## config.mk

```make
export PLATFORM = sky130hd
export DESIGN_NAME = rrtns_ram
export DESIGN_NICKNAME = d
export VERILOG_FILES = /design/src/hdl/rrtns_ram.sv
export SDC_FILE = /design/constraint.sdc
export NUM_CORES = 1
export LEC_CHECK = 0
export BUFFER_PORTS_ARGS = -buffer_cell sky130_fd_sc_hd__buf_2
export CAP_MARGIN = 30
export CORE_UTILIZATION = 50
export DETAILED_ROUTE_END_ITERATION = 7
export MAX_ROUTING_LAYER = met4
export PLACE_DENSITY = 0.67
export SETUP_SLACK_MARGIN = 0.4
export SLEW_MARGIN = 10
export SYNTH_ARGS = -nofsm -noshare
export SYNTH_HDL_FRONTEND = slang
export SYNTH_SLANG_ARGS = --single-unit
export TNS_END_PERCENT = 10
```

## constraint.sdc

```tcl
create_clock -name clk -period 5.49 [get_ports clk]
set_clock_uncertainty 0.15 [all_clocks]
set_input_delay 1.098 -clock clk [delete_from_list [all_inputs] [get_ports clk]]
set_output_delay 1.098 -clock clk [all_outputs]
set_load 0.01 [all_outputs]
```

## src/hdl/rrtns_ram.sv

```systemverilog
`timescale 1ns / 1ps
module rrtns_ram #(
	parameter int WIDTH = 8,
	parameter int DEPTH = 16
) (
	input  logic                     clk,
	input  logic                     we,
	input  logic [$clog2(DEPTH)-1:0] waddr,
	input  logic [WIDTH-1:0]         wdata,
	input  logic                     re,
	input  logic [$clog2(DEPTH)-1:0] raddr,
	output logic [WIDTH-1:0]         rdata
);
	logic [WIDTH-1:0] mem [DEPTH];

	always_ff @(posedge clk) begin
		if (we) begin
			mem[waddr] <= wdata;
		end
		if (re) begin
			rdata <= mem[raddr];
		end
	end
endmodule

```

* After elaboration in Yosys (flattened, before gate mapping)
Memories as Yosys holds them, arrays and structs flattened. A register that Yosys moved wholly into a read port is not among the register bits.
Index checks and enable logic that the tools add are counted.
** Cells by class
- Muxes and demuxes :: 2
** Operators with widths (number)
- 1-bit two-way mux :: 2
** Storage, ports and cells
- Register bits :: 0
- Memory bits (writable) :: 128
- Bits of input ports :: 19
- Logic and storage cells :: 3
- Memories kept :: 1
** Memory list
- mem :: depth 16, bits a word 8, rd ports 1, clocked after Yosys merged registers in 1, wr ports 1, line 14 : logic [WIDTH-1:0] mem [DEPTH];

* Depth between registers and ports, before layout
- Word-level depth :: 2
- Mapped depth :: 5
- Mapped depth without buffers :: 3

* Worst setup path before layout
No wires, ideal clock.
- Path type :: input to register
- From :: input waddr[2]
- To :: memory mem[0][0], enable pin
- Library setup time :: 0.383 ns
- Data arrival time :: 2.208 ns
- Data required time :: 4.957 ns
- Path slack :: 2.749 ns
- Stages on the path :: 2
- Path buffers :: 0
- Path through :: or3b_2 nor3_1
** RTL lines
- start, declared :: line 8 : input logic [$clog2(DEPTH)-1:0] waddr,
- end, declared :: line 14
Straight into the memory's write port.

* Final worst setup path
- From :: input waddr[2]
- To :: memory mem[2][0], enable pin
Straight into the memory's write port.

==> metrics.log <==
INFO  metric run_status = completed
INFO  metric post-synth-top-area-fraction = about four fifths
INFO  metric setup-tns-final = 0 ps
INFO  metric cp-end-kind = register
INFO  metric ys.flop_type = sky130_fd_sc_hd__edfxtp_1
INFO  metric first_pass_iteration_count_of_the_detailed_router = 4
INFO  metric cts.hold.buffers_added = 0
INFO  metric clock-sinks = ~140
INFO  metric placement.io_buffers = 26
INFO  metric worst_ep_required_time = 5470 ps
INFO  metric post_synth_main_area_contributors = sky130_fd_sc_hd__edfxtp_1 (78%), sky130_fd_sc_hd__mux4_2 (7.8%), sky130_fd_sc_hd__mux4_1 (7.0%)
INFO  metric syn-cell-area = 0.00523 mm²
INFO  metric setup.reg_to_reg.worst_slack = around 3800 ps
INFO  metric p_leak = between 2 and 2.5 nW
INFO  metric grt_max_degree = 33
INFO  metric cts_tree = done
INFO  metric pwr_density_cell = 365 mW/mm²
INFO  metric grt_usage = about a fifth
INFO  metric place.gp.congestion = a little over 0.7
INFO  metric ys_ff_latch = around 140
INFO  metric grt_remaining_overflow = 0
INFO  metric synth_enable_flop_cells = between 100 and 150
INFO  metric critical_path.startpoint = waddr[2]
INFO  metric placeableCoreArea = roughly 0.010 mm²
INFO  metric worstMarginPinSlew = about 1000 ps
INFO  metric detailed_route_wire_length_per_cell = around 24 µm
INFO  metric place_worst_setup_slack = between 2000 and 2500 ps
INFO  metric hold_path_startpoint = mem[12][5]
INFO  metric grt_pass1_wl = roughly 15 mm
INFO  metric cts-resized-gates = 0
INFO  metric r2r_start = mem[9][4]
INFO  metric num-fill-cells = roughly 690
INFO  metric synth.avg_cell_area = 22.8 µm²
INFO  metric post_route_cells_drive_above_1_share = between 20% and 30%
INFO  metric htreeDepth = 4
INFO  metric final.min_clock_period = 2530 ps
INFO  metric timing.max_slew.rel_slack = roughly 33%
INFO  metric worst_setup_hold_path_clk_slew = ~60 ps
INFO  metric ys_async_sr_fraction = 0%
INFO  metric start_kind = primary input
INFO  metric post-dp-hpwl = ~6.4 mm
INFO  metric worstSetupPathType = in2reg
INFO  metric final-hold-violation-count = 0
INFO  metric grt_antenna_before_repair = 0
INFO  metric fin_nets = slightly below 300
INFO  metric synth_top_cell_by_area = sky130_fd_sc_hd__edfxtp_1
INFO  metric first_global_vias = about 2400
INFO  metric antenna_cells_inserted = 0
INFO  metric fp.dieH = around 100 µm
INFO  metric synth.yosys.warnings = 0
INFO  metric max_rail_drop_vdd = between 150 and 200 µV
INFO  metric postLayoutSetupSlackWorst = roughly 3000 ps
INFO  metric sequential_to_total_area_share_from_yosys_stat = 78.1%
INFO  metric detail_route_antenna_nets = 0
INFO  metric synthCells = about 230
INFO  metric start_util = between 50% and 60%
INFO  metric drt-total-wl = approximately 10 mm
INFO  metric worst_case_clock_buffer_depth = 2
INFO  metric path_max_fanout = 8
INFO  metric synthToLayoutAreaGrowth = 15.6%
INFO  metric setup_viol = 0
INFO  metric min_path_type = reg2reg
INFO  metric yosys.cell_types.count = 18
INFO  metric timing_max_transition_violations_final = 0
INFO  metric clock_tree.root_cell = sky130_fd_sc_hd__clkbuf_8
INFO  metric post_cts.repair.setup_buffers = 0
INFO  metric clkLatencyLatePin = 520 ps
INFO  metric avg_vias_per_cell = approximately 6
INFO  metric reg2reg_to = rdata[4]
INFO  metric floorplan.rows = 36
INFO  metric fin_crit_sh = 46.1%
INFO  metric timing.critical_path.to = mem[2][0]
INFO  metric num_io_pins = 27
INFO  metric timing.max_cap.violations = 0
INFO  metric die_outline_area = approximately 0.011 mm²
INFO  metric total_power = 2.21 mW
INFO  metric drt_first_iter_violations = 242
INFO  metric drc_errors = 0
INFO  metric width_of_the_chip = around 100 µm
INFO  metric worst_ep_arrival_time = around 2500 ps
INFO  metric reg2regPathDepth = 3
INFO  metric postSynthNetCount = between 200 and 250
INFO  metric cts-buffers-inserted = 17
INFO  metric rsz_0062_raised_after_global_routing = false
INFO  metric vias = 2482
INFO  metric max_clock_freq = about 400 MHz
-- routing by layer --
layer  vias up  part of all wire [%]  GRT usage, %
met4         0                   2.5          9.90
met2       114                    46          29.1
li1       1072                     -             -
met5         -                     0             -
met3        20                   8.0          5.20
met1      1276                    43          28.8
-- stage by stage --
stage / hold slack, ps / util (%) / area, µm² / instances
final: 595 / 60.7 / 6040 / 421
after CTS: 604 / 60.7 / 6040 / 421
after global placement: 574 / 54.9 / 5460 / 380
after floorplan: 555 / - / 5230 / 229
after global routing: 628 / 60.7 / 6040 / 421
after detailed placement: 590 / 55.8 / 5560 / 389
-- critical path, cell delays in order --
cell	delay, ps
sky130_fd_sc_hd__buf_2	110
sky130_fd_sc_hd__or3b_2	520
sky130_fd_sc_hd__nor2_1	780
-- power by group --
| group | internal, mW | switching [mW] |
|---|---|---|
| Clock | 0.541 | 0.386 |
| Combinational | 0.0434 | 0.0616 |
| Sequential | 1.17 | 0.00585 |
| Total | 1.75 | 0.454 |
-- cells in the final DEF, fill, tap and decap left out --
cell                         count
sky130_fd_sc_hd__nor3_1          2
sky130_fd_sc_hd__mux4_1         14
sky130_fd_sc_hd__clkbuf_16      16
sky130_fd_sc_hd__clkinv_2        4
sky130_fd_sc_hd__nor2b_1         1
sky130_fd_sc_hd__and2b_1         1
sky130_fd_sc_hd__clkinvlp_4      3
sky130_fd_sc_hd__nor2_1         13
sky130_fd_sc_hd__clkinv_1        5
sky130_fd_sc_hd__buf_6           4
sky130_fd_sc_hd__clkbuf_1        3
sky130_fd_sc_hd__nand2b_1        2
sky130_fd_sc_hd__nand3_1         1
sky130_fd_sc_hd__or3b_2          1
sky130_fd_sc_hd__nand2_1         9
sky130_fd_sc_hd__mux4_2         18
sky130_fd_sc_hd__clkbuf_8        1
sky130_fd_sc_hd__a22oi_1        16
sky130_fd_sc_hd__nor3_2          2
sky130_fd_sc_hd__and2_1          1
sky130_fd_sc_hd__buf_2          26
sky130_fd_sc_hd__buf_12          1
sky130_fd_sc_hd__nand3b_1        2
sky130_fd_sc_hd__buf_4           6
sky130_fd_sc_hd__edfxtp_1      136
-- worst min-delay path by stage --
stage / to / depth (start not counted)
after global routing: rdata[5] / 3
after floorplan: rdata[0] / 3
after CTS: rdata[5] / 3
after detailed placement: rdata[5] / 3
final: rdata[5] / 3
after global placement: rdata[2] / 3
-- cell usage after synthesis (2+ instances only) --
cell type	count
sky130_fd_sc_hd__buf_2	3
sky130_fd_sc_hd__clkdlybuf4s25_2	3
sky130_fd_sc_hd__edfxtp_1	136
sky130_fd_sc_hd__nand2b_1	2
sky130_fd_sc_hd__nor3_1	4
sky130_fd_sc_hd__mux4_2	18
sky130_fd_sc_hd__nor2_1	13
sky130_fd_sc_hd__nand3b_1	2
sky130_fd_sc_hd__mux4_1	14
sky130_fd_sc_hd__buf_6	3
sky130_fd_sc_hd__nand2_1	9
sky130_fd_sc_hd__a22oi_1	16
-- registers in the layout (all words and copies together) (netlist names) --
register	cells
rdata	8
mem	128
-- layout make-up --
class / count / area (µm²) / area share (%)
multi-input combinational: 83 / 1070 / 17.7
timing repair buffer: 37 / 240 / 3.97
clock inverter: 12 / 61.3 / 1.01
sequential: 136 / 4080 / 67.6
clock buffer: 20 / 425 / 7.04
tap: 133 / 166 / 2.75
-- cell families after synthesis --
kind of cell	share of synthesized area [%]
buffers and inverters	1.65
AO/OA/AOI/OAI	2.30
multiplexers	14.8
flip-flops	78.1
AND/OR/NAND/NOR	3.14
Note: power is estimated with default switching activity, not from simulation.
