==> config.mk <==
export PLATFORM = sky130hd
export DESIGN_NAME = rrtns_dist
export DESIGN_NICKNAME = d
export VERILOG_FILES = /design/src/hdl/rrtns_pkg.sv /design/src/hdl/rrtns_dist.sv
export SDC_FILE = /design/constraint.sdc
export NUM_CORES = 2
export LEC_CHECK = 0
export BUFFER_PORTS_ARGS = -buffer_cell sky130_fd_sc_hd__buf_2
export CORE_AREA = 2 2 368 370
export CTS_BUF_LIST = sky130_fd_sc_hd__clkbuf_16
export DETAILED_ROUTE_END_ITERATION = 16
export DIE_AREA = 0 0 370 372
export HOLD_SLACK_MARGIN = 0.02
export PLACE_DENSITY = 0.63
export SYNTH_ARGS = -nofsm -noshare
export SYNTH_HDL_FRONTEND = slang
export SYNTH_SLANG_ARGS = --single-unit
export TNS_END_PERCENT = 20
==> constraint.sdc <==
create_clock -name clk -period 5.6 [get_ports clk]
set_input_delay 0.28 -clock clk [delete_from_list [all_inputs] [get_ports clk]]
set_output_delay 0.28 -clock clk [all_outputs]
set_load 0.05 [all_outputs]
==> src/hdl/rrtns_pkg.sv <==
`timescale 1ns / 1ps
package rrtns_pkg;
	localparam int COORD_BITS = 24;
	localparam int MAX_NODES  = 1024;
	localparam int IDX_W      = $clog2(MAX_NODES);
	localparam int CNT_W      = 11;
	localparam int STEP_W     = 16;
	localparam int NODE_W     = 3 * COORD_BITS;
	localparam int DIFF_W     = COORD_BITS + 1;
	localparam int SQ_W       = 2 * DIFF_W;
	localparam int D2_W       = SQ_W + 2;
	localparam int ROOT_W     = D2_W / 2;
	localparam int DVD_W      = DIFF_W + STEP_W;
	localparam int LIM_W      = 2 * STEP_W;

	typedef logic signed [COORD_BITS-1:0] coord_t;
	typedef logic [D2_W-1:0] d2_t;

	typedef enum logic [1:0] {
		REQ_CLEAR  = 2'd0,
		REQ_INSERT = 2'd1,
		REQ_QUERY  = 2'd2,
		REQ_NONE   = 2'd3
	} req_t;

	// handshake of an iterative unit
	typedef struct packed {
		logic start;
	} unit_ctl_t;

	typedef struct packed {
		logic done;
	} unit_sts_t;
endpackage

==> src/hdl/rrtns_dist.sv <==
`timescale 1ns / 1ps
module rrtns_dist
	import rrtns_pkg::*;
(
	input  logic              clk,
	input  logic              arst_n,
	input  logic              in_vld,
	input  logic [NODE_W-1:0] node,
	input  coord_t            smp [3],
	output logic              vld_s2,
	output logic [NODE_W-1:0] node_s2,
	output d2_t               d2
);
	logic [SQ_W-1:0] sq_s2 [3];
	logic [DIFF_W-1:0] mag [3];
	logic signed [DIFF_W-1:0] diff [3];

	always_comb begin
		for (int i = 0; i < 3; i++) begin
			diff[i] = DIFF_W'(signed'(node[i*COORD_BITS +: COORD_BITS])) - DIFF_W'(smp[i]);
			mag[i]  = diff[i][DIFF_W-1] ? DIFF_W'(-diff[i]) : DIFF_W'(diff[i]);
		end
	end

	// squares registered, sum left to the compare stage
	always_ff @(posedge clk or negedge arst_n) begin
		if (!arst_n) begin
			vld_s2 <= 1'b0;
		end else begin
			vld_s2 <= in_vld;
		end
	end

	always_ff @(posedge clk) begin
		node_s2 <= node;
		for (int i = 0; i < 3; i++) begin
			sq_s2[i] <= mag[i] * mag[i];
		end
	end

	assign d2 = D2_W'(sq_s2[0]) + D2_W'(sq_s2[1]) + D2_W'(sq_s2[2]);
endmodule

-- Word-level counts from Yosys, hierarchy flattened
Memories as Yosys holds them, arrays and structs flattened.
Cells that the tools add are included.
- $add $sub $neg: 8
- multiply operators: 3
- multiplexer cells: 3
- operators by type and width (operator ; count):
    $mul A25 B25 Y50 ; 3
    $mux W25 ; 3
    $neg A25 Y25 ; 3
    $sub A24 B24 Y25 ; 3
    $add A52 B50 Y52 ; 1
    $add A50 B50 Y51 ; 1
- register bits after elaboration: 73
- bits in writable memories: 150
- input bits: 147
- logic and storage cells: 17
- memories kept: 1
- memory list (name ; words ; width ; read ports ; clocked after memory_dff ; wr ports ; RTL line ; source):
    sq_s2 ; 3 ; 50 ; 3 ; 0 ; 3 ; rrtns_dist.sv:14 ; logic [SQ_W-1:0] sq_s2 [3];

-- Longest topological paths before layout
- depth after elaboration: 4
- gate-level depth with buffers: 44
- depth with buffers taken out: 41

-- Worst setup path before layout
No wires, ideal clock.
- kind: input to register
- from: input node[48]
- to: memory sq_s2[0][143] (netlist name)
- arrival: 10079 ps
- setup slack: -4551 ps
- cell stages on the path: 37
- buffers on the path: 2
- cells stage by stage: inv_1 -> ha_1 -> fa_1 -> nor2b_1 -> o2111ai_1 -> a211oi_1 -> o31ai_1 -> a21oi_1 -> o21ai_0 -> a32oi_1 -> clkbuf_1 -> nor2_1 -> xor2_1 -> inv_1 -> buf_1 -> nor2_1 -> fa_1 -> fa_1 -> fa_1 -> fa_1 -> fa_1 -> inv_1 -> fa_1 -> inv_1 -> fa_1 -> ha_1 -> a21o_1 -> a21o_1 -> a21oi_1 -> o21ai_0 -> a41oi_1 -> a211oi_1 -> o41ai_1 -> o31ai_1 -> a21o_1 -> a21oi_1 -> xnor2_1
- RTL lines (what ; RTL line ; source):
    from (decl) ; rrtns_dist.sv:8 ; input logic [NODE_W-1:0] node,
    to (decl) ; rrtns_dist.sv:14 ;

==> impl_metrics.yaml <==
floorplanning:
  die_y_um: 372
  core_sq_mm: 0.134
  ios: 272
  initial_core_util_pct: 49.4
  row_count: 135
  die_area_sq_mm: 0.138
  die_width_um: 370
finish:
  nets: 11700
  n_fill_cell: 10900
  stdcell_area_sq_mm: 0.0896
  syn2layout_area_growth_pct: 35.0
  utilization_pct: 66.7
  drive_gt1_share_pct: 29.8
synthesis:
  synthDominantCellAreaShare_pct: 42.5
  synth_edf_count: 0
  synthTopCellsByArea: "fa_1 (42%), ha_1 (13%), inv_1 (10%)"
  synth_top_area_cell: "fa_1"
  synth_cell_type_count: 107
  async_flop_share_pct: 0.455
  ys_seq_area_share_pct: 6.64
  synthTopCellsByCount: "inv_1 (1792), fa_1 (1409), nor2_1 (731)"
  post_synth_inst_count: 7409
  ys_seq_elements: 220
  synth_area_per_cell_sq_um: 8.96
  synth_area_sq_mm: 0.0664
  synth_most_common_cell: "inv_1"
  synth_ff_type: "dfxtp_1"
  yosysWarnings: 0
outcome:
  status: "finished, violations left"
  violations: "setup timing"
timing:
  drv_slew: 0
  period_share_pct: 162
  hold_violations: 0
  finalSetupViolCount: 165
  worst_hold_slack_ns: 0.289
  fmax_mhz: 110
  grt_setup_unrepaired: "true"
  layout_setup_ws_ns: -3.47
  worst_pin_slew_ns: 0.778
  period_minus_slack_ns: 9.07
  slew_headroom_pct: 47.8
critical_path:
  crit_arrival_ns: 9.57
  slowest_stage: "or4b_4"
  max_stage_delay_ns: 0.58
  crit_type: "input pin to flip-flop"
  path_max_fanout: 5
  cp-end-kind: "flip-flop"
  start_kind: "input pin"
  required_ns: 6.10
clock_network:
  cts-htree-levels: 1
  cts.path.max_buffers: 3
  cts_sinks: 220
  cts.reportedPaths.clkPinSlew_ns: 0.07
  cts-buffers-inserted: 30
  cts.root.buffer_cell: "clkbuf_16"
  cts_tree: "yes"
global_route:
  grt_use_total_pct: 29.4
  grt_pass1_vias: 61600
  grt_max_degree: 26
  grt_pass1_wl_um: 321000
  antenna_found_initial: 7
  grt-ovfl-total: 0
routing:
  post_drt_wl_per_cell_um: 17.9
  drt-total-wl_um: 201000
  detail-route-antenna-nets: 0
  post_drt_via_cell_ratio: 5.11
  drc: 0
  drt_iter0_drc: 3448
  firstDrtPassIters: 6
  vias: 57300
placement:
  globalplace.congestion: 0.973
  io_buffers: 271
  dpl_cell_area_sq_mm: 0.0824
  dp_hpwl_um: 171000
  dpl_worst_slack_ns: -4.69
min_path:
  hold_class: "input pin to flip-flop"
run:
  cap_viol_max_count: 0
-- placed cells by master (no fill, tap or decap), types with 151 or more instances in the layout --
cell | netlist | layout
a21o_1 | 151 | 151
a21oi_1 | 288 | 209
buf_2 | 16 | 255
buf_4 | 2 | 1610
dfxtp_1 | 219 | 219
fa_1 | 1409 | 1359
ha_1 | 715 | 663
inv_1 | 1792 | 1710
nand2_1 | 575 | 517
nor2_1 | 731 | 653
xnor2_1 | 231 | 189
-- critical path, delay by kind of cell --
kind	cells	cell delay, ns
buffers and inverters	14	1.51
XOR/XNOR	2	0.29
AO/OA/AOI/OAI	10	1.56
adder cells (fa/ha/maj)	10	4.38
AND/OR/NAND/NOR	7	1.51
-- area by class of cell --
| cell class | count | area (sq um) | area share, % |
|---|---|---|---|
| Clock buffer | 31 | 776 | 0.866 |
| Antenna cell | 4 | 10.0 | 0.0112 |
| Sequential cell | 220 | 4410 | 4.92 |
| Clock inverter | 24 | 165 | 0.184 |
| Inverter | 1816 | 6910 | 7.71 |
| Multi-Input combinational cell | 5231 | 58300 | 65.0 |
| Timing Repair Buffer | 2125 | 16800 | 18.8 |
| Tap cell | 1781 | 2230 | 2.49 |
-- state kept, by name (all words and copies together), names as in the netlist --
name / cells
sq_s2: 147
node_s2: 72
vld_s2: 1
-- path summary, 6_finish.rpt --
path                       startpoint            to  slack, ns  cells past startpoint
max                           smp[48]  sq_s2[0][46]      -3.47                     43
min                            in_vld        vld_s2       0.29                      2
max in group asynchronous      arst_n        vld_s2       5.03                      3
min in group asynchronous      arst_n        vld_s2       0.47                      3
-- layer usage --
layer  global-route usage, %  up-vias  part of all wire [%]
li1                        -    26700                     -
met1                    38.1    28400                    41
met2                    50.4     1761                    49
met3                    4.17      438                   6.4
met4                    10.5        8                   4.0
met5                       0        -                 0.041
-- what timing repair did --
item,CTS,global route
gates resized for setup,482,356
cloned,1,4
buffers inserted,142,85
pin swaps,314,229
hold endpoints to repair,74,0
setup endpoints to repair,166,169
hold buffers,75,0
-- cell families (layout without fill, tap and decap cells) --
kind of cell | Yosys count | in the layout | synth area share (%)
multiplexers | 7 | 7 | 0.113
flip-flops | 220 | 220 | 6.64
buffers and inverters | 2010 | 3996 | 11.4
other | 2 | 58 | 0.0113
XOR/XNOR | 347 | 347 | 4.71
AO/OA/AOI/OAI | 947 | 947 | 9.45
AND/OR/NAND/NOR | 1752 | 1752 | 11.7
adder cells (fa/ha/maj) | 2124 | 2124 | 56.0
-- stage by stage --
| step | TNS [ns] | instances |
|---|---|---|
| CTS | -357.38 | 11100 |
| finish | -356.75 | 11200 |
| global route | -404.98 | 11200 |
| detailed placement | -472.76 | 10900 |
| floorplan | -362.25 | 7461 |
| global placement | -456.47 | 10900 |
Power is not shown: default switching activity piles up to over one toggle a cycle in this logic, so the estimate is an artifact.
