**src/hdl/rrtns_pkg.sv**
```systemverilog
`timescale 1ns / 1ps
package rrtns_pkg;
	localparam int COORD_BITS = 24;
	localparam int MAX_NODES  = 1024;
	localparam int IDX_W      = $clog2(MAX_NODES);
	localparam int CNT_W      = 11;
	localparam int STEP_W     = 16;
	localparam int NODE_W     = 3 * COORD_BITS;
	localparam int DIFF_W     = COORD_BITS + 1;
	localparam int SQ_W       = 2 * DIFF_W;
	localparam int D2_W       = SQ_W + 2;
	localparam int ROOT_W     = D2_W / 2;
	localparam int DVD_W      = DIFF_W + STEP_W;
	localparam int LIM_W      = 2 * STEP_W;

	typedef logic signed [COORD_BITS-1:0] coord_t;
	typedef logic [D2_W-1:0] d2_t;

	typedef enum logic [1:0] {
		REQ_CLEAR  = 2'd0,
		REQ_INSERT = 2'd1,
		REQ_QUERY  = 2'd2,
		REQ_NONE   = 2'd3
	} req_t;

	// handshake of an iterative unit
	typedef struct packed {
		logic start;
	} unit_ctl_t;

	typedef struct packed {
		logic done;
	} unit_sts_t;
endpackage

```
**src/hdl/rrtns_sqrt.sv**
```systemverilog
`timescale 1ns / 1ps
module rrtns_sqrt
	import rrtns_pkg::*;
(
	input  logic              clk,
	input  logic              arst_n,
	input  unit_ctl_t         ctl,
	input  d2_t               rad,
	output unit_sts_t         sts,
	output logic [ROOT_W-1:0] root
);
	localparam int REM_W = ROOT_W + 3;
	localparam int CNT_W_L = $clog2(ROOT_W + 1);

	logic [D2_W-1:0]    rad_q;
	logic [REM_W-1:0]   rem_q;
	logic [ROOT_W-1:0]  root_q;
	logic [CNT_W_L-1:0] cnt_q;
	logic               busy_q;
	logic               done_q;
	logic [REM_W-1:0]   cand;
	logic [REM_W-1:0]   trial;
	logic               ge;

	// one result bit per cycle, restoring form
	assign cand  = {rem_q[REM_W-3:0], rad_q[D2_W-1 -: 2]};
	assign trial = REM_W'({root_q, 2'b01});
	assign ge    = cand >= trial;

	always_ff @(posedge clk or negedge arst_n) begin
		if (!arst_n) begin
			busy_q <= 1'b0;
			done_q <= 1'b0;
			cnt_q  <= '0;
		end else begin
			done_q <= 1'b0;
			if (ctl.start) begin
				busy_q <= 1'b1;
				cnt_q  <= CNT_W_L'(ROOT_W);
			end else if (busy_q) begin
				cnt_q <= cnt_q - 1'b1;
				if (cnt_q == CNT_W_L'(1)) begin
					busy_q <= 1'b0;
					done_q <= 1'b1;
				end
			end
		end
	end

	always_ff @(posedge clk) begin
		if (ctl.start) begin
			rad_q  <= rad;
			rem_q  <= '0;
			root_q <= '0;
		end else if (busy_q) begin
			rad_q  <= {rad_q[D2_W-3:0], 2'b00};
			rem_q  <= ge ? cand - trial : cand;
			root_q <= {root_q[ROOT_W-2:0], ge};
		end
	end

	assign sts.done = done_q;
	assign root     = root_q;
endmodule

```
**config.mk**
```make
export PLATFORM = sky130hd
export DESIGN_NAME = rrtns_sqrt
export DESIGN_NICKNAME = d
export VERILOG_FILES = /design/src/hdl/rrtns_pkg.sv /design/src/hdl/rrtns_sqrt.sv
export SDC_FILE = /design/constraint.sdc
export NUM_CORES = 1
export LEC_CHECK = 0
export BUFFER_PORTS_ARGS = -buffer_cell sky130_fd_sc_hd__buf_2
export CAP_MARGIN = 15
export CORE_MARGIN = 1
export CORE_UTILIZATION = 50
export DETAILED_ROUTE_END_ITERATION = 7
export PLACE_DENSITY = 0.75
export SYNTH_ARGS = -nofsm -noshare
export SYNTH_HDL_FRONTEND = slang
export SYNTH_SLANG_ARGS = --single-unit
```
**constraint.sdc**
```tcl
create_clock -name clk -period 4.22 [get_ports clk]
set_input_delay 0.211 -clock clk [delete_from_list [all_inputs] [get_ports clk]]
set_output_delay 0.211 -clock clk [all_outputs]
set_load 0.03 [all_outputs]
```
# Yosys cells after proc, flatten, opt, wreduce, memory -nomap -nowiden
# Cells that the tools add are included.
[word_totals]
ff_bits = 112
input_bits = 55
out_inout_bits = 27
wordCells = 22
[classes]
addsub = 2
n_lt_le_gt_ge = 1
n_eq_ne = 1
n_mux = 11
reduce_logical = 1
[ops]
columns = ["op", "count"]
rows = [
  ["two-way mux 52 bit", 2],
  ["greater-or-equal comparator 29 x 28 -> 1 bit", 1],
  ["two-way mux 27 bit", 1],
  ["subtractor 27 bit", 1],
  ["two-way mux 5 bit", 2],
  ["two-way mux 1 bit", 6],
  ["== test 5 x 1 -> 1 bit (second input constant)", 1],
  ["subtractor 5 x 1 -> 5 bit (second input constant)", 1],
  ["nonzero test 2 bit", 1],
]

# Depth between registers and ports, before layout
# Gate-level depths: netlist (run 1).
[logic_depth]
ltp_word = 4
ltp_mapped = 13
ltp_nobuf = 10

# Least setup slack after synthesis (run 1)
# No wires, ideal clock.
[synth_timing]
kind = "register to register"
start = "reg root_q[2], in the netlist root[2]"
end = "reg rem_q[22]"
setup_ns = 0.126
arrival_time_ns = 2.687
required_ns = 4.094
setup_slack_ns = 1.407
path_stages_with_launch = 13
n_path_buf = 2
synth_period_minus_slack_ns = 2.813
cell_sequence = "dfxtp_1 -> inv_1 -> ha_1 -> and3_1 -> o21ai_2 -> a31o_1 -> o21a_2 -> a2111oi_4 -> nor2_1 -> buf_4 -> buf_4 -> a41oi_1 -> o31ai_1"
[synth_via]
elab_chain_len = 2
elab_cells_between_ends = 3
classes_between = "add/sub (1); order compare (1); mux (1)"
[synth_lines]
columns = ["item", "line_no", "source"]
rows = [
  ["start: declaration", "rrtns_sqrt.sv:17", "logic [ROOT_W-1:0] root_q;"],
  ["start signal: assignment", "rrtns_sqrt.sv:58", "root_q <= {root_q[ROOT_W-2:0], ge};"],
  ["subtractor 27 bit / greater-or-equal comparator 29 x 28 -> 1 bit (equally long branches)", "rrtns_sqrt.sv:57, rrtns_sqrt.sv:28", ""],
  ["two-way mux 27 bit *", "rrtns_sqrt.sv:57", "rem_q <= ge ? cand - trial : cand;"],
  ["end signal: assignment", "rrtns_sqrt.sv:57", ""],
  ["end: declaration", "rrtns_sqrt.sv:16", "logic [REM_W-1:0] rem_q;"],
]
# Mark *: on every way between the ends. The rest lies on a longest branch, timed or not.
# A chain may end at the register's enable or synchronous reset.

# Worst setup path in the final report (run 1)
[layout_timing]
start = "reg root_q[2], in the netlist root[2]"
end = "reg rem_q[24]"
# Same word-level chain as after synthesis.

==> results.md, run 1 <==
* Status: completed
* First-pass GRT wire length at between 20,000 and 25,000 um
* Share of the synthesized area in the top cell type at 0.253
* Clock tree sinks at about 110
* Synth warn at 0
* Max cap viols at 0
* CP max stage cell: or3b_1
* Dpl ws at 1.24 ns
* Setup TNS at 0 ns
* Initial Util at 0.513
* Number of distinct library cells after synthesis at between 60 and 70
* CTS tree: built
* Main synth FF type: dfxtp_1
* Net Count, Synth at between 600 and 700
* Placed insts at between 800 and 900
* WHS at around 0.12 ns
* Worst Path Required at 4.49 ns
* Std-Cell Rows at 40
* Area leader, netlist: edfxtp_1
* # diodes at 0
* Cell Area, Synth at ~0.006 mm^2
* Synth Area per Inst at between 10 and 15 um^2
* Vias per cell at approximately 5.6
* DR vias at roughly 4,700
* Chip Width at ~110 um
* Most common cell after layout, fill and taps aside: buf_2
* Antenna Nets Post-Route at 0
* Final Hold Fails at 0
* Relative slew slack at 0.392
* Final worst path period share at 0.712
* CP max stage delay at ~0.40 ns
* Initial DRC Count at between 300 and 400
* Final #Nets at 765
* Startpoint Class: flip-flop
* Routability cong. at around 0.9
* Post-Synthesis Cells at roughly 610
* Largest cells by area after synthesis: edfxtp_1 25%, dfxtp_1 17%, mux2_2 9.3%
* Most frequent cells in the layout: 80 x buf_2, 68 x nor2_1, 60 x nand2_1, 53 x dfxtp_1, 52 x edfxtp_1
* Max rail drop VDD at approximately 0.51 mV
* WS Path Type: flip-flop to flip-flop
* Fraction of layout cells with a size suffix above 1 at 0.241
* Reg clk slew, reported paths at about 0.08 ns
* Post-CTS setup buffers at 0
* Clock Tree Root: clkbuf_16
* Worst-Margin Slew at 0.913 ns
* Crit path time final at 3.00 ns
* Fin cells at 832
* WL/cell at around 15 um
* Post-cts resize count at 0
* Vias in the first global route at 4,468
* Hold buffers post-CTS at 1
* Crit path DAT at between 3 and 4 ns
* EDFF count, synth at 52
* Crit-path cells: inv_1 > ha_1 > and3_1 > o21ai_2 > a31o_1 > o21a_2 > a2111oi_4 > nor2_1 > buf_4 > or3b_1 > a311oi_2
* Final setup fails at 0
* Chip height at roughly 110 um
* Max Freq at between 0.3 and 0.4 GHz
* Core ar. at between 0.01 and 0.015 mm^2
* DP HPWL at slightly below 9000 um
* Gr usage total at 0.203
* Io pins at just over 80
* Share of synthesized registers carrying an async set or reset at 0.0625
* Register area share after synthesis at 0.454
* CP endpoint kind: flip-flop
* Max-slew violations at 0
* RSZ-0062 raised after global routing: false
* Lkg Pwr at 3.09 nW
* Area growth syn-to-layout at 13.2%
* Layout Utilization at 0.581
* Layout Skew at 0.0112 ns
* WL final at 12,300 um
* Antenna violations before repair at 0
* # DRC at 0
* #FFs+latches synth at between 100 and 150
* PwrDens at roughly 640 mW/mm^2
* Total CTS buffers at 9
* CTS max path bufs at 2
* DR pass1 iterations at 5
* Hold Path Class: primary input to flip-flop
* Buffers on Ports at 81
* Worst-Skew Late Latency at about 0.37 ns
* Final setup margin at between 1 and 1.5 ns
* Area of the die at ~0.013 mm^2
* Largest net degree at the start of global routing at 58
* Overflow after GRT at 0
* Largest fanout on the critical path at 15
* Htree depth at 3
## power by group
group | internal [mW] | switching [mW]
logic | 0.935 | 1.24
clock network | 0.477 | 0.428
registers | 1.30 | 0.100
## cells in the mapped netlist, types with 18 or more instances
| cell | n |
|---|---|
| mux2i_1 | 25 |
| nor2_1 | 68 |
| nand2_1 | 60 |
| edfxtp_1 | 52 |
| a311oi_1 | 18 |
| dfxtp_1 | 53 |
| clkbuf_1 | 24 |
| inv_1 | 39 |
| ha_1 | 30 |
| mux2_2 | 51 |
| o21ai_0 | 20 |
| a21oi_1 | 28 |
## path summary, 6_finish.rpt
| check | startpoint | slack, ns | cells after the start | to |
|---|---|---|---|---|
| min reg2reg | rem_q[10] | 0.50 | 2 | rem_q[12] |
| max in group asynchronous | arst_n | 3.86 | 2 | busy_q |
| max reg2reg | root[2] | 1.22 | 11 | rem_q[24] |
| min in group asynchronous | arst_n | 0.20 | 2 | cnt_q[2] |
| min | rad[1] | 0.12 | 2 | rad_q[1] |
| max | root[2] | 1.22 | 11 | rem_q[24] |
## cells by family (layout without fill, tap and decap cells)
| group | count (synthesis) | in the layout | share of synthesized area |
|---|---|---|---|
| buffers and inverters | 71 | 142 | 0.0463 |
| adder cells (fa/ha/maj) | 30 | 30 | 0.0609 |
| multiplexers | 76 | 76 | 0.134 |
| AO/OA/AOI/OAI | 120 | 120 | 0.139 |
| flip-flops | 112 | 112 | 0.454 |
| AND/OR/NAND/NOR | 184 | 184 | 0.136 |
| XOR/XNOR | 21 | 21 | 0.0298 |
## critical path, delay by kind of cell, from the launching register on
family | cells | cell delay (ns)
buf+inv | 2 | 0.27
flops | 1 | 0.37
compound gates | 5 | 1.21
simple gates | 3 | 0.73
fa+ha+maj | 1 | 0.35
## sequential cells by signal, indices dropped and copies added (netlist names)
signal  flops
busy_q      1
cnt_q       5
rad_q      52
rem_q      27
root       26
sts         1
## area by class of cell
cell class / instances / area, um^2
repair buffers: 87 / 455
flip-flops and latches: 112 / 2800
well taps: 147 / 184
multi-input cells: 431 / 3080
fillers: 1068 / 5040
clock buffers: 9 / 225
inverters: 39 / 146
clock inverters: 7 / 86.3
## stage by stage
step                instance area (um^2)  power (mW)
CTS                                 6980        4.49
floorplan                           6160        3.15
global placement                    6650        3.53
global route                        6980        4.81
detailed placement                  6650        3.57
finish                              6980        4.48
## layer usage
| layer | up-vias | GRT usage | routed length, um |
|---|---|---|---|
| met4 | 0 | 0.0816 | 285 |
| met5 | - | 0 | 0 |
| met3 | 29 | 0.0702 | 788 |
| li1 | 2347 | - | - |
| met2 | 127 | 0.323 | 5720 |
| met1 | 2160 | 0.253 | 5510 |
(Power assumes the default switching activity.)
==> run 2: changes to the inputs <==
Clock period 4.22 ns to 3.1 ns, I/O delays scaled along.
==> results.md, run 2 (synthesis gave the netlist of run 1 again) <==
* WS Path Type: flip-flop to flip-flop (unchanged)
* Max Freq at 0.346 GHz (was 0.333 GHz)
* # diodes at 0 (unchanged)
* Final setup margin at 0.208 ns (was 1.22 ns)
* Overflow after GRT at 0 (unchanged)
* Area growth syn-to-layout at 14.0% (was 13.2%)
* Layout Skew at 0.0109 ns (was 0.0112 ns)
* # DRC at 0 (unchanged)
* Fin cells at 838 (was 832)
* Final #Nets at 771 (was 765)
* DP HPWL at 9200 um (was 8940 um)
* Final Hold Fails at 0 (unchanged)
* Total CTS buffers at 9 (unchanged)
* Hold Path Class: primary input to flip-flop (unchanged)
* Max rail drop VDD at 0.432 mV (was 0.506 mV)
* DR pass1 iterations at 4 (was 5)
* Std-Cell Rows at 40 (unchanged)
* Top Metal Used: met4 (unchanged)
* Clock tree sinks at 112 (unchanged)
* Post-CTS setup buffers at 0 (unchanged)
* CTS max path bufs at 2 (unchanged)
* Initial DRC Count at 307 (was 346)
* Max-slew violations at 0 (unchanged)
* WHS at 0.0709 ns (was 0.124 ns)
* Most frequent cells in the layout: 80 x buf_2, 67 x nor2_1, 60 x nand2_1, 53 x dfxtp_1, 52 x edfxtp_1 (was 80 x buf_2, 68 x nor2_1, 60 x nand2_1, 53 x dfxtp_1, 52 x edfxtp_1)
* First-pass GRT wire length at 21,800 um (was 20,700 um)
* Chip Width at 113 um (unchanged)
* Placed insts at 821 (was 815)
* Core ar. at 0.0120 mm^2 (unchanged)
* Initial Util at 0.513 (unchanged)
* Max cap viols at 0 (unchanged)
* RSZ-0062 raised after global routing: false (unchanged)
* PwrDens at 877 mW/mm^2 (was 642 mW/mm^2)
* Final setup fails at 0 (unchanged)
* Dpl ws at 0.130 ns (was 1.24 ns)
* Worst Path Required at 3.37 ns (was 4.49 ns)
* Relative slew slack at 0.369 (was 0.392)
* Routability cong. at 0.939 (was 0.918)
* Number of fill cells at 1,052 (was 1,068)
* Crit path time final at 2.89 ns (was 3.00 ns)
* Met2 WL at 5970 um (was 5720 um)
* Fraction of layout cells with a size suffix above 1 at 0.249 (was 0.241)
* Startpoint Class: flip-flop (unchanged)
* Status: completed (unchanged)
* CP endpoint kind: flip-flop (unchanged)
* Met1 Wirelength at 5730 um (was 5510 um)
* Buffers on Ports at 81 (unchanged)
* Clock Tree Root: clkbuf_16 (unchanged)
* Max reg flops at 52 (unchanged)
* Reg with most FFs: rad_q (unchanged)
* Reg clk slew, reported paths at 0.08 ns (about the same)
* Antenna Nets Post-Route at 0 (unchanged)
* Vias per cell at 5.64 (was 5.60)
* Largest fanout on the critical path at 6 (was 15)
* Largest net degree at the start of global routing at 83 (was 58)
* Chip height at 113 um (unchanged)
* WL final at 12,800 um (was 12,300 um)
* Gr usage total at 0.213 (was 0.203)
* Crit path DAT at 3.16 ns (was 3.27 ns)
* Final worst path period share at 0.933 (was 0.712)
* Worst-Skew Late Latency at 0.36 ns (was 0.37 ns)
* Setup TNS at 0 ns (unchanged)
* WL/cell at 15.2 um (was 14.8 um)
* Vias in the first global route at 4,693 (was 4,468)
* Htree depth at 3 (unchanged)
* Worst-Margin Slew at 0.947 ns (was 0.913 ns)
* Most common cell after layout, fill and taps aside: buf_2 (unchanged)
* Met3 wire len at 732 um (was 788 um)
* Antenna violations before repair at 0 (unchanged)
* Area of the die at 0.0128 mm^2 (unchanged)
* DR vias at 4,724 (was 4,663)
* CTS tree: built (unchanged)
* Io pins at 82 (unchanged)
* Lkg Pwr at 3.11 nW (was 3.09 nW)
## run 2: repair_timing
| action | in CTS | in global routing |
|---|---|---|
| endpoints found under the hold margin | 7 | 0 |
| gates resized for setup | 0 | 2 |
| setup endpoints to repair | 0 | 14 |
| hold buffers | 1 | 0 |
## run 2: routing by layer
| metal | global-route usage | up-vias |
|---|---|---|
| met5 | 0 | - |
| met4 | 0.0842 | 0 |
| met3 | 0.0696 | 25 |
| met2 | 0.339 | 119 |
| met1 | 0.269 | 2225 |
| li1 | - | 2355 |
## run 2: cell type report
class / count / area [um^2] / share of cell area
Multi-Input combinational cell: 431 / 3080 / 0.439
Inverter: 39 / 146 / 0.0208
Clock buffer: 9 / 225 / 0.0321
Tap cell: 147 / 184 / 0.0262
Timing Repair Buffer: 93 / 500 / 0.0713
Clock inverter: 7 / 85.1 / 0.0121
Sequential cell: 112 / 2800 / 0.398
## run 2: worst paths after layout
path                           start         to  slack (ns)  depth (start not counted)
max                          root[2]  rem_q[23]        0.21                         10
min                           rad[1]   rad_q[1]        0.07                          2
max reg2reg                  root[2]  rem_q[23]        0.21                         10
min reg2reg                rem_q[25]  rem_q[25]        0.50                          2
max in group asynchronous     arst_n     busy_q        2.79                          2
min in group asynchronous     arst_n        sts        0.15                          2
## run 2: critical path: stages, from the launching register on
cell and delay (ns):
dfxtp_1 0.36, inv_1 0.06, ha_1 0.35, and3_1 0.24, o21ai_2 0.09, a31o_1 0.22
o21a_2 0.25, a2111oi_4 0.37, nor2_2 0.13, or3b_1 0.45, a311oi_2 0.26
## run 2: power by group
part,internal [mW],switching (mW)
clock network,0.644,0.571
registers,1.77,0.133
logic,1.32,1.72
## run 2: per-stage QoR
stage / utilization / instance area (um^2) / total power, mW
4_1_cts: 0.584 / 7020 / 6.15
3_5_place_dp: 0.558 / 6700 / 4.91
5_1_grt: 0.585 / 7020 / 6.60
3_3_place_gp: 0.558 / 6700 / 4.84
2_1_floorplan: - / 6160 / 4.29
6_report: 0.585 / 7020 / 6.16
