===== src/hdl/rrtns_pkg.sv =====
`timescale 1ns / 1ps
package rrtns_pkg;
	localparam int COORD_BITS = 24;
	localparam int MAX_NODES  = 1024;
	localparam int IDX_W      = $clog2(MAX_NODES);
	localparam int CNT_W      = 11;
	localparam int STEP_W     = 16;
	localparam int NODE_W     = 3 * COORD_BITS;
	localparam int DIFF_W     = COORD_BITS + 1;
	localparam int SQ_W       = 2 * DIFF_W;
	localparam int D2_W       = SQ_W + 2;
	localparam int ROOT_W     = D2_W / 2;
	localparam int DVD_W      = DIFF_W + STEP_W;
	localparam int LIM_W      = 2 * STEP_W;

	typedef logic signed [COORD_BITS-1:0] coord_t;
	typedef logic [D2_W-1:0] d2_t;

	typedef enum logic [1:0] {
		REQ_CLEAR  = 2'd0,
		REQ_INSERT = 2'd1,
		REQ_QUERY  = 2'd2,
		REQ_NONE   = 2'd3
	} req_t;

	// handshake of an iterative unit
	typedef struct packed {
		logic start;
	} unit_ctl_t;

	typedef struct packed {
		logic done;
	} unit_sts_t;
endpackage


===== src/hdl/rrtns_div.sv =====
`timescale 1ns / 1ps
module rrtns_div
	import rrtns_pkg::*;
(
	input  logic              clk,
	input  logic              arst_n,
	input  unit_ctl_t         ctl,
	input  logic [DVD_W-1:0]  dividend,
	input  logic [ROOT_W-1:0] divisor,
	output unit_sts_t         sts,
	output logic [DVD_W-1:0]  quot
);
	localparam int CNT_W_L = $clog2(DVD_W + 1);

	logic [DVD_W-1:0]   dvd_q;
	logic [ROOT_W-1:0]  rem_q;
	logic [ROOT_W-1:0]  dsr_q;
	logic [CNT_W_L-1:0] cnt_q;
	logic               busy_q;
	logic               done_q;
	logic [ROOT_W:0]    trial;
	logic               ge;

	// quotient bits shift in where dividend bits leave
	assign trial = {rem_q, dvd_q[DVD_W-1]};
	assign ge    = trial >= {1'b0, dsr_q};

	always_ff @(posedge clk or negedge arst_n) begin
		if (!arst_n) begin
			busy_q <= 1'b0;
			done_q <= 1'b0;
			cnt_q  <= '0;
		end else begin
			done_q <= 1'b0;
			if (ctl.start) begin
				busy_q <= 1'b1;
				cnt_q  <= CNT_W_L'(DVD_W);
			end else if (busy_q) begin
				cnt_q <= cnt_q - 1'b1;
				if (cnt_q == CNT_W_L'(1)) begin
					busy_q <= 1'b0;
					done_q <= 1'b1;
				end
			end
		end
	end

	always_ff @(posedge clk) begin
		if (ctl.start) begin
			dvd_q <= dividend;
			rem_q <= '0;
			dsr_q <= divisor;
		end else if (busy_q) begin
			rem_q <= ge ? ROOT_W'(trial - {1'b0, dsr_q}) : ROOT_W'(trial);
			dvd_q <= {dvd_q[DVD_W-2:0], ge};
		end
	end

	assign sts.done = done_q;
	assign quot     = dvd_q;
endmodule


===== config.mk =====
export PLATFORM = sky130hd
export DESIGN_NAME = rrtns_div
export DESIGN_NICKNAME = d
export VERILOG_FILES = /design/src/hdl/rrtns_pkg.sv /design/src/hdl/rrtns_div.sv
export SDC_FILE = /design/constraint.sdc
export NUM_CORES = 1
export LEC_CHECK = 0
export ABC_CLOCK_PERIOD_IN_PS = 3700
export BUFFER_PORTS_ARGS = -buffer_cell sky130_fd_sc_hd__buf_2
export CAP_MARGIN = 40
export CORE_UTILIZATION = 56
export DETAILED_ROUTE_END_ITERATION = 16
export HOLD_SLACK_MARGIN = 0.08
export MAX_ROUTING_LAYER = met4
export PLACE_DENSITY = 0.91
export SYNTH_ARGS = -nofsm -noshare
export SYNTH_HDL_FRONTEND = slang
export SYNTH_SLANG_ARGS = --single-unit

===== constraint.sdc =====
create_clock -name clk -period 3.7 [get_ports clk]
set_clock_uncertainty 0.15 [all_clocks]
set_input_delay 0.37 -clock clk [delete_from_list [all_inputs] [get_ports clk]]
set_output_delay 0.37 -clock clk [all_outputs]
set_load 0.02 [all_outputs]

Word-level counts from Yosys, hierarchy flattened
Index checks and enable logic that the tools add are counted.
{"block": "totals", "input_bits": 70, "ff_bits": 101, "word_cells": 22}
{"block": "classes", "eq_ne": 1, "n_mux": 11, "order_cmp": 1, "addsub": 2, "reduce_logical": 1}
{"operator": "two-way mux 41 bit", "n": 2}
{"operator": ">= comparator 27 x 26 -> 1 bit", "n": 1}
{"operator": "two-way mux 26 bit", "n": 1}
{"operator": "subtractor 26 bit", "n": 1}
{"operator": "two-way mux 6 bit", "n": 2}
{"operator": "equality test 6 x 1 -> 1 bit (second input constant)", "n": 1}
{"operator": "two-way mux 1 bit", "n": 6}
{"operator": "subtractor 6 x 1 -> 6 bit (second input constant)", "n": 1}
{"operator": "nonzero test 2 bit", "n": 1}

Logic depth before layout (Yosys ltp)
Gate-level depths: netlist (run 1).
{"block": "logic_depth", "ltp_word": 4, "ltp_mapped": 11, "mapped_depth_nobuf": 11}

Worst setup path after synthesis (run 1)
Ideal clock, no wire load.
{"block": "synth_timing", "kind": "register to register", "start": "register dvd_q[40], in the netlist quot[40]", "end": "register rem_q[18]", "path_stages_with_launch": 12, "arrival_ps": 2745, "required_ps": 3459, "setup_ps": 91, "setup_slack_ps": 714, "path_cell_list": "edfxtp_1 -> inv_1 -> ha_1 -> inv_1 -> fa_1 -> a211oi_2 -> o211ai_1 -> a2111oi_2 -> nor3_1 -> o21a_1 -> a211o_1 -> a311oi_1"}
{"block": "synth_between", "elab_chain_cells": 2, "elab_cells_between_ends": 3, "cone_classes": "add/sub (1); order compare (1); mux (1)"}
{"element": "start: declaration", "line": "rrtns_div.sv:15", "text": "logic [DVD_W-1:0] dvd_q;"}
{"element": "start signal: assignment", "line": "rrtns_div.sv:50", "text": "dvd_q <= dividend;"}
{"element": "start signal: assignment", "line": "rrtns_div.sv:55", "text": "dvd_q <= {dvd_q[DVD_W-2:0], ge};"}
{"element": "subtractor 26 bit / >= comparator 27 x 26 -> 1 bit (equally long branches)", "line": "rrtns_div.sv:54, rrtns_div.sv:26"}
{"element": "two-way mux 26 bit (*)", "line": "rrtns_div.sv:54", "text": "rem_q <= ge ? ROOT_W'(trial - {1'b0, dsr_q}) : ROOT_W'(trial);"}
{"element": "end signal: assignment", "line": "rrtns_div.sv:54"}
{"element": "end: declaration", "line": "rrtns_div.sv:16", "text": "logic [ROOT_W-1:0] rem_q;"}
Mark *: on every way between the ends. The rest lies on a longest branch, timed or not.
A chain may end at the register's enable or synchronous reset.

Worst setup path after layout (run 1)
Same ends and word-level chain as after synthesis.

==> flow_metrics.tcl, run 1 <==
set metrics [dict create \
    path_delay_family "compound AO/OA/AOI/OAI gates" \
    tritoncts_clock_tree "yes" \
    synth_edf_count 67 \
    fin_total_pwr_mw 3.85 \
    critical_path_required_ns 3.86 \
    die-area_mm2 0.0108 \
    rsz0062_at_grt "no" \
    finalWirelength_um 14400 \
    worst-path-buf-inv 2 \
    drt_iter0_drc 319 \
    reg2reg_depth 11 \
    critical_path_class "reg2reg" \
    number_of_instances_in_the_synthesized_netlist 554 \
    grt-ovfl-total 0 \
    detailedRoute.firstPassIterationCount 5 \
    post-synth-top-count-cell "sky130_fd_sc_hd__edfxtp_1" \
    cts-htree-levels 3 \
    synth.top_cells.by_area "sky130_fd_sc_hd__edfxtp_1 34%, sky130_fd_sc_hd__dfxtp_1 8.9%, sky130_fd_sc_hd__mux2_2 7.7%" \
    coreArea_mm2 0.00995 \
    grt_first_pass_wirelength_um 23300 \
    post_route_cells_drive_above_1_share 0.278 \
    synth.ff_latch_count 101 \
    timing.critical_path.cells "inv_1 > ha_1 > inv_1 > fa_1 > a211oi_2 > o211ai_1 > a2111oi_2 > nor3_1 > o21a_1 > a211o_1 > a311oi_1" \
    route.detailed.drc 0 \
    cts.repair_timing.setup_buffer_count 0 \
    clock_path_buffers 2 \
    ys_types 63 \
    clkTransAtPathRegs_ns 0.11 \
    setup_viol 0 \
    fillers 721 \
    worstSetupEndpointType "flip-flop" \
    synth_top_area_frac 0.344 \
    timing_worst_slew_pin_value_ns 0.712 \
    critPathMostFrequentCell "sky130_fd_sc_hd__inv_1" \
    netlist_top_cells_count "67 x sky130_fd_sc_hd__edfxtp_1, 41 x sky130_fd_sc_hd__nor2_1, 40 x sky130_fd_sc_hd__inv_1, 40 x sky130_fd_sc_hd__mux2_2, 28 x sky130_fd_sc_hd__ha_1" \
    tritoncts_buffer_count 9 \
    die_w_um 104 \
    finalMaxSlewViolations 0 \
    routability_congestion 0.962 \
    arrival_time_at_the_worst_endpoint_ns 3.42 \
    setup.worst_path.start_class "flip-flop" \
    layout.cell_area.non_filler_mm2 0.00701 \
    post-dp-hpwl_um 10300 \
    antenna_found_initial 1 \
    syn_area_per_cell_um2 10.5 \
    port_buffers 111 \
    slew-limit-headroom 0.520 \
    placementRows 36 \
    vdd.ir_drop.worst_mv 0.279 \
    floorplan.initialDensity 0.587 \
    worst_hold_path.num_cells 2 \
    worstHoldPathType "in2reg" \
    netlist_area_mm2 0.00584 \
    drt.antenna.violating_nets 0 \
    clock_sink_count 101 \
    cts-root-buf "sky130_fd_sc_hd__clkbuf_8" \
    max_stage_delay_ns 0.55 \
    period_needed_ns 3.25 \
    status "finished, final reports clean" \
    grt_pass1_vias 4790 \
    route.detailed.vias_per_inst 6.00 \
    grt_use_total 0.279 \
    fmax_mhz 308 \
    timing.hold.worst.start "dividend[18]" \
    async_reset_ff_frac 0.0792 \
    grt_max_degree 41 \
    synthDominantAreaCellType "sky130_fd_sc_hd__edfxtp_1" \
    register_area_share_after_synthesis 0.468 \
    powerDensity_mw_per_mm2 549 \
    ff2ff_setup_slack_ns 0.45 \
    crit-reg2reg-launch "quot[40]" \
    design.portCount 112 \
    maxCapViolCount 0 \
    crit_slowest_cell "sky130_fd_sc_hd__a2111oi_2" \
    clock_latency_ns 0.39 \
    dr_total_vias 4931 \
    floorplan.die.height_um 104 \
    fin_crit_sh 0.879 \
    wire_per_inst_um 17.6 \
    crit_path_max_fanout 4 \
    worst_r2r_endpoint "rem_q[18]" \
    area_growth_synth_to_finish_pct 20.0 \
    mappedNetlistNets 653 \
    timing.hold.ws_ns 0.123 \
    final_net_count 782 \
    synth-warning-count 0 \
    dpl_cell_area_mm2 0.00650 \
    tns_ns 0 \
    min_delay_worst_endpoint "quot[18]" \
    hold_viol_final 0 \
    static_power_due_to_leakage_nw 3.08 \
    ys.flop_type "sky130_fd_sc_hd__edfxtp_1" \
]
registers in the layout, indices dropped and copies added (netlist names):
name / cells
cnt_q: 6
busy_q: 1
quot: 41
dsr_q: 26
rem_q: 26
sts: 1
kinds of logic after synthesis:
group | synth area share
AOI/OAI and AO/OA | 0.188
xor gates and xnor gates | 0.0345
adders and majority gates | 0.0634
buffers and inverters | 0.0490
DFF | 0.468
muxes | 0.0788
and+or+nand+nor | 0.119
metal layers:
layer | global-route usage | part of all wire | vias to the layer above
li1 | - | - | 2331
met1 | 0.331 | 0.40 | 2327
met2 | 0.458 | 0.50 | 225
met3 | 0.0652 | 0.071 | 48
met4 | 0.117 | 0.029 | 0
met5 | - | 0 | -
metrics by stage:
stage / worst slack, ns / instances / utilization
floorplan: 0.714 / 554 / -
global placement: 0.554 / 778 / 0.653
detailed placement: 0.453 / 778 / 0.653
CTS: 0.470 / 821 / 0.704
global route: 0.239 / 822 / 0.705
finish: 0.449 / 822 / 0.705
worst max-delay path by stage:
stage               startpoint   endpoint  slack, ns  depth (start not counted)
floorplan             quot[40]  rem_q[18]       0.71                         11
global placement      quot[40]  rem_q[18]       0.55                         11
detailed placement    quot[40]  rem_q[18]       0.45                         11
CTS                   quot[40]  rem_q[18]       0.47                         11
global route          quot[40]  rem_q[24]       0.24                         11
finish                quot[40]  rem_q[18]       0.45                         11
cell type report:
type                    instances  area [um2]  area share
flip-flops and latches        101        2730       0.390
clock inverters                 7         116      0.0166
multi-input cells             384        2830       0.403
diodes                          1        2.50    0.000357
well taps                     133         166      0.0237
repair buffers                147         896       0.128
inverters                      40         150      0.0214
clock buffers                   9         124      0.0177
layout by cell type (no fill, tap or decap), types with 22 or more instances in the layout:
master / Yosys / routed
sky130_fd_sc_hd__dlygate4sd3_1: 0 / 27
sky130_fd_sc_hd__buf_2: 6 / 110
sky130_fd_sc_hd__inv_1: 40 / 40
sky130_fd_sc_hd__nand3_1: 22 / 22
sky130_fd_sc_hd__edfxtp_1: 67 / 67
sky130_fd_sc_hd__mux2_2: 40 / 40
sky130_fd_sc_hd__a21oi_1: 24 / 24
sky130_fd_sc_hd__nand2_1: 23 / 23
sky130_fd_sc_hd__nor2_1: 41 / 41
sky130_fd_sc_hd__dfxtp_1: 26 / 26
sky130_fd_sc_hd__ha_1: 28 / 28
power by group:
group          internal, mW  switching, mW
combinational         0.624          0.887
clock                 0.400          0.434
sequential             1.38          0.122
timing repair:
action	in CTS	in global routing
resized for setup	0	0
hold buffers	27	0
endpoints found under the hold margin	34	0
worst reg2reg max path, cell delays in order, from the launching register on:
cell and delay [ns]:
sky130_fd_sc_hd__edfxtp_1 0.42, sky130_fd_sc_hd__inv_1 0.09, sky130_fd_sc_hd__ha_1 0.15, sky130_fd_sc_hd__inv_1 0.06, sky130_fd_sc_hd__fa_1 0.44, sky130_fd_sc_hd__a211oi_2 0.31, sky130_fd_sc_hd__o211ai_1 0.24, sky130_fd_sc_hd__a2111oi_2 0.55
sky130_fd_sc_hd__nor3_1 0.13, sky130_fd_sc_hd__o21a_1 0.20, sky130_fd_sc_hd__a211o_1 0.23, sky130_fd_sc_hd__a311oi_1 0.23
Note: power is estimated with default switching activity, not from simulation.
==> inputs of run 2 (changes only) <==
ABC_CLOCK_PERIOD_IN_PS = 3600   (was 3700)
clock period = 3.6 ns   (was 3.7 ns; I/O delays follow)
==> run 2 against run 1 <==
Effect of this change: non-clock buffer count did not move; core utilization fell by 0.21 points; via count fell by 0.67%; combinational power rose by 3%; largest power group unchanged; critical path type unchanged; maximum frequency rose by 2.4%; final cell count fell by 0.12%.
==> flow_metrics.tcl, run 2 (synthesis results as in run 1) <==
set metrics [dict create \
    clock_latency_ns 0.39 \
    final_net_count 782 \
    grt_max_degree 47 \
    worstHoldPathType "in2reg" \
    period_needed_ns 3.17 \
    crit_cells 11 \
    crit-reg2reg-launch "quot[40]" \
    antenna_cells_inserted 0 \
    met3_usage 0.0539 \
    busiest_layer "met2" \
    cts.repair_timing.setup_buffer_count 0 \
    tns_ns 0 \
    setup_ws_ns 0.426 \
    coreArea_mm2 0.00995 \
    reg2reg_depth 11 \
    maxCapViolCount 0 \
    static_power_due_to_leakage_nw 3.07 \
    fin_crit_sh 0.882 \
    ff2ff_setup_slack_ns 0.43 \
    grt_first_pass_wirelength_um 23700 \
    most_used_cells_in_the_layout_excluding_fill_and_tap_cells "110 x sky130_fd_sc_hd__buf_2, 67 x sky130_fd_sc_hd__edfxtp_1, 41 x sky130_fd_sc_hd__nor2_1" \
    tritoncts_clock_tree "yes" \
    rsz0062_at_grt "no" \
    tritoncts_buffer_count 9 \
    antenna_found_initial 0 \
    vdd.ir_drop.worst_mv 0.376 \
    finalMaxSlewViolations 0 \
    wire_per_inst_um 17.7 \
    routability_congestion 1.00 \
    die_w_um 104 \
    die-area_mm2 0.0108 \
    post_route_cells_drive_above_1_share 0.276 \
    floorplan.initialDensity 0.587 \
    finalWirelength_um 14600 \
    placement.setup.worst_slack_ns 0.433 \
    critical_path_origin "quot[40]" \
    max_stage_delay_ns 0.50 \
    hold_viol_final 0 \
    met2_use_gr 0.476 \
    fmax_mhz 315 \
    critPathMostFrequentCell "sky130_fd_sc_hd__inv_1" \
    clock_path_buffers 2 \
    critical_path_required_ns 3.76 \
    cts-root-buf "sky130_fd_sc_hd__clkbuf_8" \
    cts-htree-levels 3 \
    setup_viol 0 \
    crit_path_max_fanout 4 \
    timing_worst_slew_pin_value_ns 0.769 \
    powerDensity_mw_per_mm2 562 \
    worst-path-buf-inv 2 \
    critical_path_class "reg2reg" \
    port_buffers 111 \
    path_delay_family "compound AO/OA/AOI/OAI gates" \
    worstSetupEndpointType "flip-flop" \
    clock_sink_count 101 \
    fin_cells 821 \
    met1_global_route_usage 0.332 \
    drt.antenna.violating_nets 0 \
    drt_iter0_drc 517 \
    floorplan.die.height_um 104 \
    placementRows 36 \
    cp-endpoint "rem_q[18]" \
    cell_count_post_placement 778 \
    setup.worst_path.start_class "flip-flop" \
    status "finished, final reports clean" \
    clkTransAtPathRegs_ns 0.11 \
    largest_register_ffs 41 \
    design.portCount 112 \
    grt_use_total 0.284 \
    grt_pass1_vias 4950 \
    crit_slowest_cell "sky130_fd_sc_hd__a2111oi_2" \
    grt-ovfl-total 0 \
    dr_total_vias 4898 \
    arrival_time_at_the_worst_endpoint_ns 3.33 \
    most_common_cell_after_layout_fill_and_taps_aside "sky130_fd_sc_hd__buf_2" \
    post-dp-hpwl_um 10200 \
    worst_r2r_endpoint "rem_q[18]" \
    area_growth_synth_to_finish_pct 19.6 \
    route.detailed.drc 0 \
    timing.critical_path.cells "inv_1 > ha_1 > inv_1 > fa_1 > a211oi_2 > o211ai_1 > a2111oi_2 > nor3_1 > o21a_1 > a211o_1 > a311oi_1" \
    route.detailed.vias_per_inst 5.97 \
    slew-limit-headroom 0.486 \
    detailedRoute.firstPassIterationCount 5 \
]
run 2: cell count changes in the layout (fill, tap and decap cells not counted), sizes merged:
cell	change
diode	-1
clkinv	-1
clkbuf	+1
clkinvlp	+1
inv	-1
run 2: area by class of cell:
| cell class | instances | area [um2] |
|---|---|---|
| multi-input combinational | 384 | 2830 |
| timing repair buffer | 147 | 896 |
| inverter | 40 | 150 |
| clock buffer | 10 | 128 |
| tap | 133 | 166 |
| clock inverter | 6 | 93.8 |
| sequential | 101 | 2730 |
| fill | 730 | 2960 |
run 2: worst min path at each step:
stage | cells past startpoint | end | startpoint
2_1_floorplan | 0 | busy_q | arst_n
3_3_place_gp | 1 | sts | arst_n
3_5_place_dp | 1 | busy_q | arst_n
4_1_cts | 2 | quot[13] | dividend[13]
5_1_grt | 2 | quot[24] | dividend[24]
6_report | 2 | quot[24] | dividend[24]
run 2: metal layers:
layer,vias up,part of all wire
met4,0,0.030
met3,41,0.072
met5,-,0
li1,2325,-
met2,235,0.50
met1,2297,0.39
run 2: metrics by stage:
step / cell area [um2] / power (mW) / util / hold WS [ns]
3_5_place_dp: 6500 / 3.06 / 0.653 / 0.0555
5_1_grt: 6990 / 4.13 / 0.702 / 0.106
3_3_place_gp: 6500 / 3.01 / 0.653 / 0.0576
6_report: 6990 / 3.93 / 0.702 / 0.118
2_1_floorplan: 5840 / 2.66 / - / -0.0856
4_1_cts: 6990 / 3.89 / 0.702 / 0.109
run 2: power breakdown:
| part | leakage (nW) | switching, mW | internal (mW) |
|---|---|---|---|
| combinational | 1.97 | 0.921 | 0.642 |
| sequential | 0.993 | 0.127 | 1.42 |
| clock | 0.107 | 0.420 | 0.398 |
run 2: repair_timing:
action | CTS | global route
gates resized for setup | 0 | 0
hold buffers | 27 | 0
endpoints found under the hold margin | 34 | 0
setup endpoints to repair | 0 | 0
run 2: worst register-to-register path, cell delays in order (launching register included):
cell and delay [ns]:
sky130_fd_sc_hd__edfxtp_1 0.42, sky130_fd_sc_hd__inv_1 0.08, sky130_fd_sc_hd__ha_1 0.15, sky130_fd_sc_hd__inv_1 0.05, sky130_fd_sc_hd__fa_1 0.43, sky130_fd_sc_hd__a211oi_2 0.30
sky130_fd_sc_hd__o211ai_1 0.24, sky130_fd_sc_hd__a2111oi_2 0.50, sky130_fd_sc_hd__nor3_1 0.13, sky130_fd_sc_hd__o21a_1 0.19, sky130_fd_sc_hd__a211o_1 0.22, sky130_fd_sc_hd__a311oi_1 0.24
